$ cat config.mk
export PLATFORM = sky130hd
export DESIGN_NAME = vn_cell
export DESIGN_NICKNAME = d
export VERILOG_FILES = /design/src/rtl/vn_pkg.sv /design/src/rtl/vn_cell.sv
export SDC_FILE = /design/constraint.sdc
export NUM_CORES = 2
export LEC_CHECK = 0
export BUFFER_PORTS_ARGS = -buffer_cell sky130_fd_sc_hd__buf_2
export CAP_MARGIN = 15
export CORE_AREA = 5 5 503 505
export DETAILED_ROUTE_END_ITERATION = 8
export DIE_AREA = 0 0 508 510
export PLACE_DENSITY = 0.52
export SYNTH_ARGS = -nofsm -noshare
export SYNTH_HDL_FRONTEND = slang
export SYNTH_SLANG_ARGS = --single-unit
$ cat constraint.sdc
create_clock -name clk_i -period 0.8 [get_ports clk_i]
set_input_delay 0.08 -clock clk_i [delete_from_list [all_inputs] [get_ports clk_i]]
set_output_delay 0.08 -clock clk_i [all_outputs]
set_load 0.02 [all_outputs]
$ cat src/rtl/vn_pkg.sv
`timescale 1ns / 1ps
package vn_pkg;

  localparam int CompW = 16;
  localparam int FracB = 14;
  localparam int OutW  = FracB + 2;
  // Quotient bits found by the cells, one cell per bit.
  localparam int QW    = FracB + 1;
  localparam int NCell = QW;
  localparam int BitW  = (QW > 1) ? $clog2(QW) : 1;
  localparam int SqW   = 2 * CompW + 2;
  localparam int RhsW  = 2 * CompW + 2 * FracB;
  localparam int AccW  = 2 * CompW + 2 * FracB + 4;

  typedef struct packed {
    logic signed [CompW-1:0] comp_x;
    logic signed [CompW-1:0] comp_y;
    logic signed [CompW-1:0] comp_z;
  } vn_in_t;

  typedef struct packed {
    logic signed [OutW-1:0] unit_x;
    logic signed [OutW-1:0] unit_y;
    logic signed [OutW-1:0] unit_z;
    logic                   zero_vector;
  } vn_out_t;

  // One component on its way through the cells.
  typedef struct packed {
    logic            neg;
    logic [RhsW-1:0] rhs;    // mag^2 << 2F
    logic [AccW-1:0] acc_a;  // q^2 * S
    logic [AccW-1:0] acc_b;  // q * S
    logic [QW-1:0]   q;
  } vn_lane_t;

  typedef struct packed {
    logic [SqW-1:0]    sq;
    logic              zero;
    vn_lane_t [2:0]    lane;
  } vn_stage_t;

endpackage

$ cat src/rtl/vn_cell.sv
`timescale 1ns / 1ps
module vn_cell (
  input  logic              clk_i,
  input  logic              rst_ni,
  input  logic              en_i,
  input  logic [vn_pkg::BitW-1:0] bit_idx_i,
  input  logic              valid_i,
  input  vn_pkg::vn_stage_t stage_i,
  output logic              valid_o,
  output vn_pkg::vn_stage_t stage_o
);
  import vn_pkg::*;

  logic      valid_q;
  vn_stage_t stage_q, stage_d;
  logic [AccW-1:0] cand [3];
  logic [AccW-1:0] sq_ext;

  // Trying bit b: (q + 2^b)^2 * S = q^2*S + 2^(b+1)*q*S + 2^(2b)*S.
  always_comb begin
    stage_d = stage_i;
    sq_ext  = AccW'(stage_i.sq);
    for (int i = 0; i < 3; i++) begin
      cand[i] = stage_i.lane[i].acc_a
              + (stage_i.lane[i].acc_b << (AccW'(bit_idx_i) + AccW'(1)))
              + (sq_ext << (AccW'(bit_idx_i) << 1));
      if (cand[i] <= AccW'(stage_i.lane[i].rhs)) begin
        stage_d.lane[i].acc_a = cand[i];
        stage_d.lane[i].acc_b = stage_i.lane[i].acc_b + (sq_ext << bit_idx_i);
        stage_d.lane[i].q     = stage_i.lane[i].q | (QW'(1) << bit_idx_i);
      end
    end
  end

  always_ff @(posedge clk_i or negedge rst_ni) begin
    if (!rst_ni) begin
      valid_q <= 1'b0;
    end else if (en_i) begin
      valid_q <= valid_i;
    end
  end

  always_ff @(posedge clk_i) begin
    if (en_i) begin
      stage_q <= stage_d;
    end
  end

  assign valid_o = valid_q;
  assign stage_o = stage_q;
endmodule

==> results_dict.tcl <==
set metrics [dict create \
    fin_crit_sh_pct 956 \
    root_buffer "clkbuf_16" \
    drive_gt1_share_pct 42.4 \
    drt-initial-drc-count 7427 \
    yosys-top-cells-count "727 x nand2_1, 647 x edfxtp_1, 532 x a21oi_1" \
    min_to "stage_o[480]" \
    synth-edff-count 647 \
    drc_errors 0 \
    r2r_end "valid_o" \
    routed_wl_mm 425 \
    synth_most_common_cell "nand2_1" \
    max_slew.worst_pin.slew_ns 1.52 \
    synth_warnings 0 \
    postSynthAreaPerCell_um2 9.43 \
    cellPowerDensity_nw_per_um2 2670 \
    status "finished with violations" \
    cp.arrival_ns 8.16 \
    rrSetupSlack_ns 0.06 \
    tritoncts "done" \
    clk_pin_slew_ns 0.06 \
    dp_hpwl_mm 358 \
    crit_fanout 7 \
    r2r_cells 1 \
    clk_latency_ns 0.73 \
    via_count 74761 \
    initial_core_util_pct 26.0 \
    finalSetupTns_ns -3490.90 \
    timing.rr.start "valid_o" \
    cp-start-kind "primary input" \
    globalplace.congestion 1.01 \
    die_w_um 508 \
    overflow 0 \
    clock_sinks 648 \
    drv_cap 1 \
    wl_per_cell_um 29.3 \
    hold_depth 6 \
    drt-pass1-iter-count 6 \
    fin_total_pwr_mw 285 \
    htreeDepth 3 \
    setup_viol 1733 \
    ys_types 83 \
    final_max_slew_viol_count 8 \
    synth_nets 8205 \
    num_rows 183 \
    core-area_um2 248000 \
    yosys_register_bits 648 \
    async_flop_share_pct 0.154 \
    whs_ns 0.0593 \
    hp-class "in2reg" \
    rsz0062_at_grt "yes" \
    cts_made_buffers 83 \
    peakVddDrop_mv 1.88 \
    hp-start "stage_i[475]" \
    yosys.area.top_type "edfxtp_1" \
    finish.utilization_pct 43.1 \
    ioPinCount 1303 \
    syn-cell-area_um2 64400 \
    track_usage_pct 31.1 \
    dp_slack_ns -8.24 \
    cts_buffer_depth 3 \
    max-slew-margin-rel_pct -1.22 \
    grt_pass1_wl_mm 569 \
    grt_pass1_vias 73885 \
    final_net_count 12438 \
    critical_path_class "in2reg" \
    crit_path_end_kind "flop" \
    slowest_delay_ns 0.56 \
    die_area_um2 259000 \
    netlist_top_cells_area "edfxtp_1 30%, ha_1 10%, fa_1 6.1%" \
    min_period_ns 7.65 \
    ys_seq_area_share_pct 30.2 \
    worst_path_max_delay_cell "mux4_2" \
    cp_data_required_time_ns 1.31 \
    violations "capacitance limit, slew limit, setup timing" \
    leakagePower_nw 49.8 \
    area_growth_pct 65.7 \
    antenna_found_initial 161 \
    layout_setup_ws_ns -6.85 \
    postSynthCellCount 6835 \
    ant_nets 0 \
    port_buffers 1302 \
    clock_skew_ns 0 \
    fmax_mhz 131 \
    ys.flop_type "edfxtp_1" \
    grt_max_degree 98 \
    synth_top_area_share_pct 30.2 \
    via_per_inst 5.14 \
    finalHoldViolCount 0 \
    die_y_um 510 \
    cpMostUsedCell "buf_4" \
]
-- layer usage --
layer  track usage [%]  wire [um]  share of wire [%]
met1              41.2     181000                 42
met2              49.0     188000                 44
met3              6.02      33800                7.9
met4              14.1      22300                5.3
met5                 0        271              0.064
-- how the worst max path moves through the flow --
stage,startpoint,endpoint,depth (start not counted)
after global routing,bit_idx_i[0],stage_o[34],39
final,bit_idx_i[1],stage_o[122],38
after floorplan,bit_idx_i[0],stage_o[114],45
after global placement,bit_idx_i[1],stage_o[303],39
after detailed placement,bit_idx_i[1],stage_o[303],41
after CTS,bit_idx_i[1],stage_o[232],39
-- per-stage QoR --
stage / cells / cell area [um^2]
after floorplan: 6835 / 64900
after global placement: 13539 / 93800
after detailed placement: 13540 / 93900
after CTS: 14425 / 105000
after global routing: 14507 / 107000
final: 14540 / 107000
-- cell type report --
| cell class | instances | area, um^2 |
|---|---|---|
| antenna | 76 | 190 |
| fill | 24446 | 141000 |
| inverter | 415 | 1570 |
| clock inverter | 55 | 628 |
| clock buffer | 96 | 2130 |
| sequential | 648 | 19500 |
| timing repair buffer | 4485 | 34700 |
| tap | 3330 | 4170 |
| multi-input combinational | 5435 | 44000 |
-- state kept, by name, summed over array words and instances (netlist names) --
signal and count:
valid_o 1, stage_o 647
-- worst max-delay path, delay by kind of cell --
family,cells,cell delay (ns)
buffers and inverters,11,1.52
muxes,3,1.04
adders and majority gates,4,1.33
and+or+nand+nor,9,1.68
xor gates and xnor gates,1,0.20
AOI/OAI and AO/OA,10,2.25
-- power breakdown --
part	leakage, nW	switching (mW)	internal, mW
Sequential	6.34	2.81	44.0
Combinational	42.1	106	93.3
Clock	1.34	17.4	22.2
Total	49.8	126	159
-- placed cells by master (no fill, tap or decap), types with 114 or more instances in the layout --
| cell type | n |
|---|---|
| buf_2 | 1280 |
| xnor2_1 | 206 |
| o21ai_0 | 393 |
| mux4_2 | 114 |
| ha_1 | 502 |
| a21o_1 | 243 |
| buf_4 | 2307 |
| nand2_1 | 707 |
| nor2_1 | 436 |
| edfxtp_1 | 647 |
| xor2_1 | 126 |
| a21oi_1 | 486 |
| mux2i_1 | 221 |
| buf_12 | 140 |
| inv_1 | 410 |
| dlygate4sd3_1 | 696 |
| mux2_2 | 313 |
| fa_1 | 194 |
-- kinds of logic (layout without fill, tap and decap cells) --
logic type / count (synthesis) / in the layout / share of synthesized area, %
AOI/OAI and AO/OA: 1843 / 1843 / 17.7
xor gates and xnor gates: 356 / 356 / 4.85
adders and majority gates: 715 / 715 / 16.2
buffers and inverters: 752 / 5051 / 4.56
DFF: 648 / 648 / 30.2
muxes: 686 / 686 / 13.5
other: 0 / 76 / 0
and+or+nand+nor: 1835 / 1835 / 13.0
-- timing repair --
| action | CTS | global route |
|---|---|---|
| hold buffers | 696 | 0 |
| setup buffers | 33 | 22 |
| endpoints found under the setup margin | 1077 | 1727 |
| gates resized for setup | 218 | 263 |
| gates cloned | 5 | 18 |
| pin swaps | 63 | 71 |
| endpoints found under the hold margin | 714 | 0 |
Note: power is estimated with default switching activity, not from simulation.
