==> config.mk <==
export PLATFORM = sky130hd
export DESIGN_NAME = vn_prep
export DESIGN_NICKNAME = d
export VERILOG_FILES = /design/src/rtl/vn_pkg.sv /design/src/rtl/vn_prep.sv
export SDC_FILE = /design/constraint.sdc
export NUM_CORES = 2
export LEC_CHECK = 0
export ABC_AREA = 1
export BUFFER_PORTS_ARGS = -buffer_cell sky130_fd_sc_hd__buf_2
export CAP_MARGIN = 20
export CORE_MARGIN = 2
export CORE_UTILIZATION = 45
export CTS_BUF_LIST = sky130_fd_sc_hd__clkbuf_4 sky130_fd_sc_hd__clkbuf_8 sky130_fd_sc_hd__clkbuf_16
export DETAILED_ROUTE_END_ITERATION = 10
export GPL_TIMING_DRIVEN = 0
export MAX_ROUTING_LAYER = met4
export PLACE_DENSITY = 0.64
export SLEW_MARGIN = 25
export SYNTH_ARGS = -nofsm -noshare
export SYNTH_HDL_FRONTEND = slang
export SYNTH_SLANG_ARGS = --single-unit
export TNS_END_PERCENT = 100
==> constraint.sdc <==
create_clock -name clk_i -period 0.85 [get_ports clk_i]
set_clock_uncertainty 0.05 [all_clocks]
set_input_delay 0.085 -clock clk_i [delete_from_list [all_inputs] [get_ports clk_i]]
set_output_delay 0.085 -clock clk_i [all_outputs]
set_load 0.03 [all_outputs]
==> src/rtl/vn_pkg.sv <==
`timescale 1ns / 1ps
package vn_pkg;

  localparam int CompW = 16;
  localparam int FracB = 14;
  localparam int OutW  = FracB + 2;
  // Quotient bits found by the cells, one cell per bit.
  localparam int QW    = FracB + 1;
  localparam int NCell = QW;
  localparam int BitW  = (QW > 1) ? $clog2(QW) : 1;
  localparam int SqW   = 2 * CompW + 2;
  localparam int RhsW  = 2 * CompW + 2 * FracB;
  localparam int AccW  = 2 * CompW + 2 * FracB + 4;

  typedef struct packed {
    logic signed [CompW-1:0] comp_x;
    logic signed [CompW-1:0] comp_y;
    logic signed [CompW-1:0] comp_z;
  } vn_in_t;

  typedef struct packed {
    logic signed [OutW-1:0] unit_x;
    logic signed [OutW-1:0] unit_y;
    logic signed [OutW-1:0] unit_z;
    logic                   zero_vector;
  } vn_out_t;

  // One component on its way through the cells.
  typedef struct packed {
    logic            neg;
    logic [RhsW-1:0] rhs;    // mag^2 << 2F
    logic [AccW-1:0] acc_a;  // q^2 * S
    logic [AccW-1:0] acc_b;  // q * S
    logic [QW-1:0]   q;
  } vn_lane_t;

  typedef struct packed {
    logic [SqW-1:0]    sq;
    logic              zero;
    vn_lane_t [2:0]    lane;
  } vn_stage_t;

endpackage

==> src/rtl/vn_prep.sv <==
`timescale 1ns / 1ps
module vn_prep (
  input  logic              clk_i,
  input  logic              rst_ni,
  input  logic              en_i,
  input  logic              valid_i,
  input  vn_pkg::vn_in_t    data_i,
  output logic              valid_o,
  output vn_pkg::vn_stage_t stage_o
);
  import vn_pkg::*;

  logic [2:0][CompW-1:0] raw;
  logic [2:0][CompW-1:0] mag;
  logic [2:0]            neg;
  logic [2:0][2*CompW-1:0] mag_sq;
  logic [SqW-1:0]        sq;
  logic                  valid_q, valid_d;
  vn_stage_t             stage_q, stage_d;

  assign raw[0] = data_i.comp_x;
  assign raw[1] = data_i.comp_y;
  assign raw[2] = data_i.comp_z;

  always_comb begin
    for (int i = 0; i < 3; i++) begin
      neg[i]    = raw[i][CompW-1];
      mag[i]    = neg[i] ? (~raw[i] + CompW'(1)) : raw[i];
      mag_sq[i] = mag[i] * mag[i];
    end
    sq = SqW'(mag_sq[0]) + SqW'(mag_sq[1]) + SqW'(mag_sq[2]);
    stage_d.sq   = sq;
    stage_d.zero = (sq == '0);
    for (int i = 0; i < 3; i++) begin
      stage_d.lane[i].neg   = neg[i];
      stage_d.lane[i].rhs   = RhsW'(mag_sq[i]) << (2 * FracB);
      stage_d.lane[i].acc_a = '0;
      stage_d.lane[i].acc_b = '0;
      stage_d.lane[i].q     = '0;
    end
    valid_d = valid_i;
  end

  always_ff @(posedge clk_i or negedge rst_ni) begin
    if (!rst_ni) begin
      valid_q <= 1'b0;
    end else if (en_i) begin
      valid_q <= valid_d;
    end
  end

  always_ff @(posedge clk_i) begin
    if (en_i) begin
      stage_q <= stage_d;
    end
  end

  assign valid_o = valid_q;
  assign stage_o = stage_q;
endmodule

==> flow_metrics.env <==
export IMPL_status="finished with violations"
export IMPL_violations="negative setup slack"
export IMPL_diodes=0
export IMPL_cts_tree="done"
export IMPL_min_to="stage_o[407]"
export IMPL_routed_wl_um=97600
export IMPL_synthTopCellsByArea="fa_1 (31%), ha_1 (12%), edfxtp_1 (12%)"
export IMPL_n_fill_cell=6231
export IMPL_final_util=0.629
export IMPL_clock_fmax_mhz=123
export IMPL_avgSynthCellArea_um2=8.26
export IMPL_fin_crit_ns=8.13
export IMPL_dieArea_um2=77200
export IMPL_cap_violations=0
export IMPL_route_detailed_drc=0
export IMPL_numCtsBuffers=17
export IMPL_boundaryPins=700
export IMPL_drt_iter0_drc=1520
export IMPL_num_nets_final=5996
export IMPL_setup_viol=311
export IMPL_maxSlewViolCount=0
export IMPL_min_from="en_i"
export IMPL_synth_flop_cell="edfxtp_1"
export IMPL_portBuffers=183
export IMPL_cp_slowest_stage_delay_ns=0.56
export IMPL_synth_area_um2=33700
export IMPL_worst_r2r_path_depth=1
export IMPL_cp_max_fo=6
export IMPL_coreArea_um2=74300
export IMPL_core_rowCount=100
export IMPL_drive_gt1_frac=0.381
export IMPL_die_width_um=278
export IMPL_insertion_delay_ns=0.49
export IMPL_relSlewSlack=0.631
export IMPL_grt_max_degree=81
export IMPL_hp_class="in2reg"
export IMPL_netlist_area_leader_share=0.313
export IMPL_antenna_found_initial=2
export IMPL_final_period_utilization=9.56
export IMPL_cp_end_kind="flop"
export IMPL_synthArstFlopShare=0.00758
export IMPL_ant_nets=0
export IMPL_crit_required_ns=1.14
export IMPL_vias=27700
export IMPL_hold_viol=0
export IMPL_met2_length_um=48600
export IMPL_yosysSeqAreaShare=0.117
export IMPL_timing_hold_ws_ns=0.0176
export IMPL_rsz0062_at_grt="yes"
export IMPL_synth_edff_count=131
export IMPL_cp_start_kind="primary input"
export IMPL_worst_slack_ns=-7.28
export IMPL_ys_ff_latch=132
export IMPL_worst_slew_pin_slew_ns=0.553
export IMPL_initial_core_util=0.454
export IMPL_wire_per_inst_um=16.1
export IMPL_crit_type="in2reg"
export IMPL_grt_use_total=0.261
export IMPL_yosysWarnings=0
export IMPL_worstHoldPathCells=1
export IMPL_placed_area_um2=40600
export IMPL_clk_root_buffer_cell="clkbuf_16"
export IMPL_gp_congestion=0.923
export IMPL_die_height_um=278
export IMPL_cts_buffer_depth=2
export IMPL_rr_startpoint="valid_o"
export IMPL_grt_pass1_wl_um=152000
export IMPL_reg2reg_slack_ns=0.03
export IMPL_rr_endpoint="valid_o"
export IMPL_worst_ep_arrival_time_ns=8.42
export IMPL_yosys_area_top_type="fa_1"
export IMPL_final_area_um2=46800
export IMPL_overflow=0
export IMPL_dp_hpwl_um=79200
export IMPL_synth_cell_types=58
export IMPL_path_clk_slew_ns=0.07
export IMPL_tns_ns=-643.83
export IMPL_cts_sink_count=132
export IMPL_met1_length_um=39700
export IMPL_cpMaxStageDelayCell="fa_1"
export IMPL_dr_pass1_iters=6
export IMPL_htree_num_levels=4
export IMPL_wl_met3_um=6020
export IMPL_grt_pass1_vias=28900
export IMPL_syn2layout_area_growth_pct=38.7
export IMPL_maxUsedRoutingLayer="met4"
export IMPL_synth_cells=4083
export IMPL_via_per_inst=4.56
## logic make-up after synthesis
| kind of cell | after synthesis | synth area share |
|---|---|---|
| buffers and inverters | 1560 | 0.232 |
| and+or+nand+nor | 1152 | 0.142 |
| adders and majority gates | 844 | 0.431 |
| AOI/OAI and AO/OA | 279 | 0.0464 |
| DFF | 132 | 0.117 |
| xor gates and xnor gates | 113 | 0.0313 |
| other | 2 | 0.000223 |
| muxes | 1 | 0.000334 |
## worst max-delay path by stage
stage | from | to | slack (ns)
after floorplan | data_i[32] | stage_o[612] | -6.95
after global placement | data_i[0] | stage_o[612] | -9.09
after detailed placement | data_i[0] | stage_o[612] | -9.04
after CTS | data_i[32] | stage_o[612] | -7.07
after global routing | data_i[32] | stage_o[612] | -7.61
final | data_i[32] | stage_o[612] | -7.28
## area by class of cell
cell class / instances / area (um^2) / share of cell area
multi-input cells: 2941 / 29400 / 0.628
plain buffers: 550 / 4250 / 0.0910
clock buffers: 18 / 433 / 0.00926
inverters: 1010 / 4020 / 0.0860
well taps: 969 / 1210 / 0.0259
clock inverters: 14 / 104 / 0.00222
repair buffers: 448 / 3390 / 0.0726
flip-flops and latches: 132 / 3960 / 0.0847
## critical path, delay by kind of cell
kind	cells	cell delay (ns)
AO/OA/AOI/OAI	2	0.38
buffers and inverters	10	0.60
adder cells (fa/ha/maj)	10	4.46
AND/OR/NAND/NOR	20	2.30
XOR/XNOR	2	0.58
## stage by stage
| stage | setup slack [ns] | instances |
|---|---|---|
| finish | -7.28 | 6082 |
| global route | -7.61 | 6082 |
| CTS | -7.07 | 6024 |
| detailed placement | -9.04 | 5786 |
| global placement | -9.09 | 5785 |
| floorplan | -6.95 | 4633 |
## per-layer routing
metal	vias to the layer above	track usage
li1	13200	-
met5	-	-
met3	174	0.0334
met4	0	0.0851
met1	13400	0.324
met2	977	0.440
## flip-flops by register name, summed over array words and instances (netlist names)
| signal | flops |
|---|---|
| valid_o | 1 |
| stage_o | 131 |
## synth_stat cells (all sizes together), types with 7 or more instances
| library cell | instances |
|---|---|
| nor3 | 40 |
| nor2 | 352 |
| nand4 | 16 |
| o21ai | 98 |
| inv | 1000 |
| a31oi | 9 |
| buf | 532 |
| clkbuf | 18 |
| xor2 | 70 |
| fa | 528 |
| edfxtp | 131 |
| a21oi | 123 |
| xnor2 | 43 |
| or2 | 11 |
| clkinv | 10 |
| a21boi | 10 |
| nor4 | 7 |
| nand3 | 94 |
| o21bai | 16 |
| ha | 316 |
| a21o | 13 |
| nand2 | 613 |
| nand3b | 13 |
## timing repair
action | 4_1_cts | 5_1_grt
setup buffers | 199 | 60
hold endpoints to repair | 8 | 0
hold buffers | 9 | 0
pin swaps | 256 | 143
gates resized for setup | 560 | 252
endpoints found under the setup margin | 298 | 337
## placed cells by master (no fill, tap or decap), drive strengths merged, types with 3 or more instances in the layout
master	count
nand3b	13
nand3	94
buf	974
a21oi	123
ha	316
nor3	40
conb	552
a31oi	9
o21ai	98
clkinvlp	10
xnor2	43
inv	1000
nand2	613
nor4	7
a21boi	10
and2	3
clkbuf	33
edfxtp	131
a221oi	3
clkinv	14
a21o	13
or2	11
xor2	70
nor2	352
o211ai	3
o21bai	16
fa	528
nand4	16
dlygate4sd3	9
Power is not shown: default switching activity piles up to over one toggle a cycle in this logic, so the estimate is an artifact.
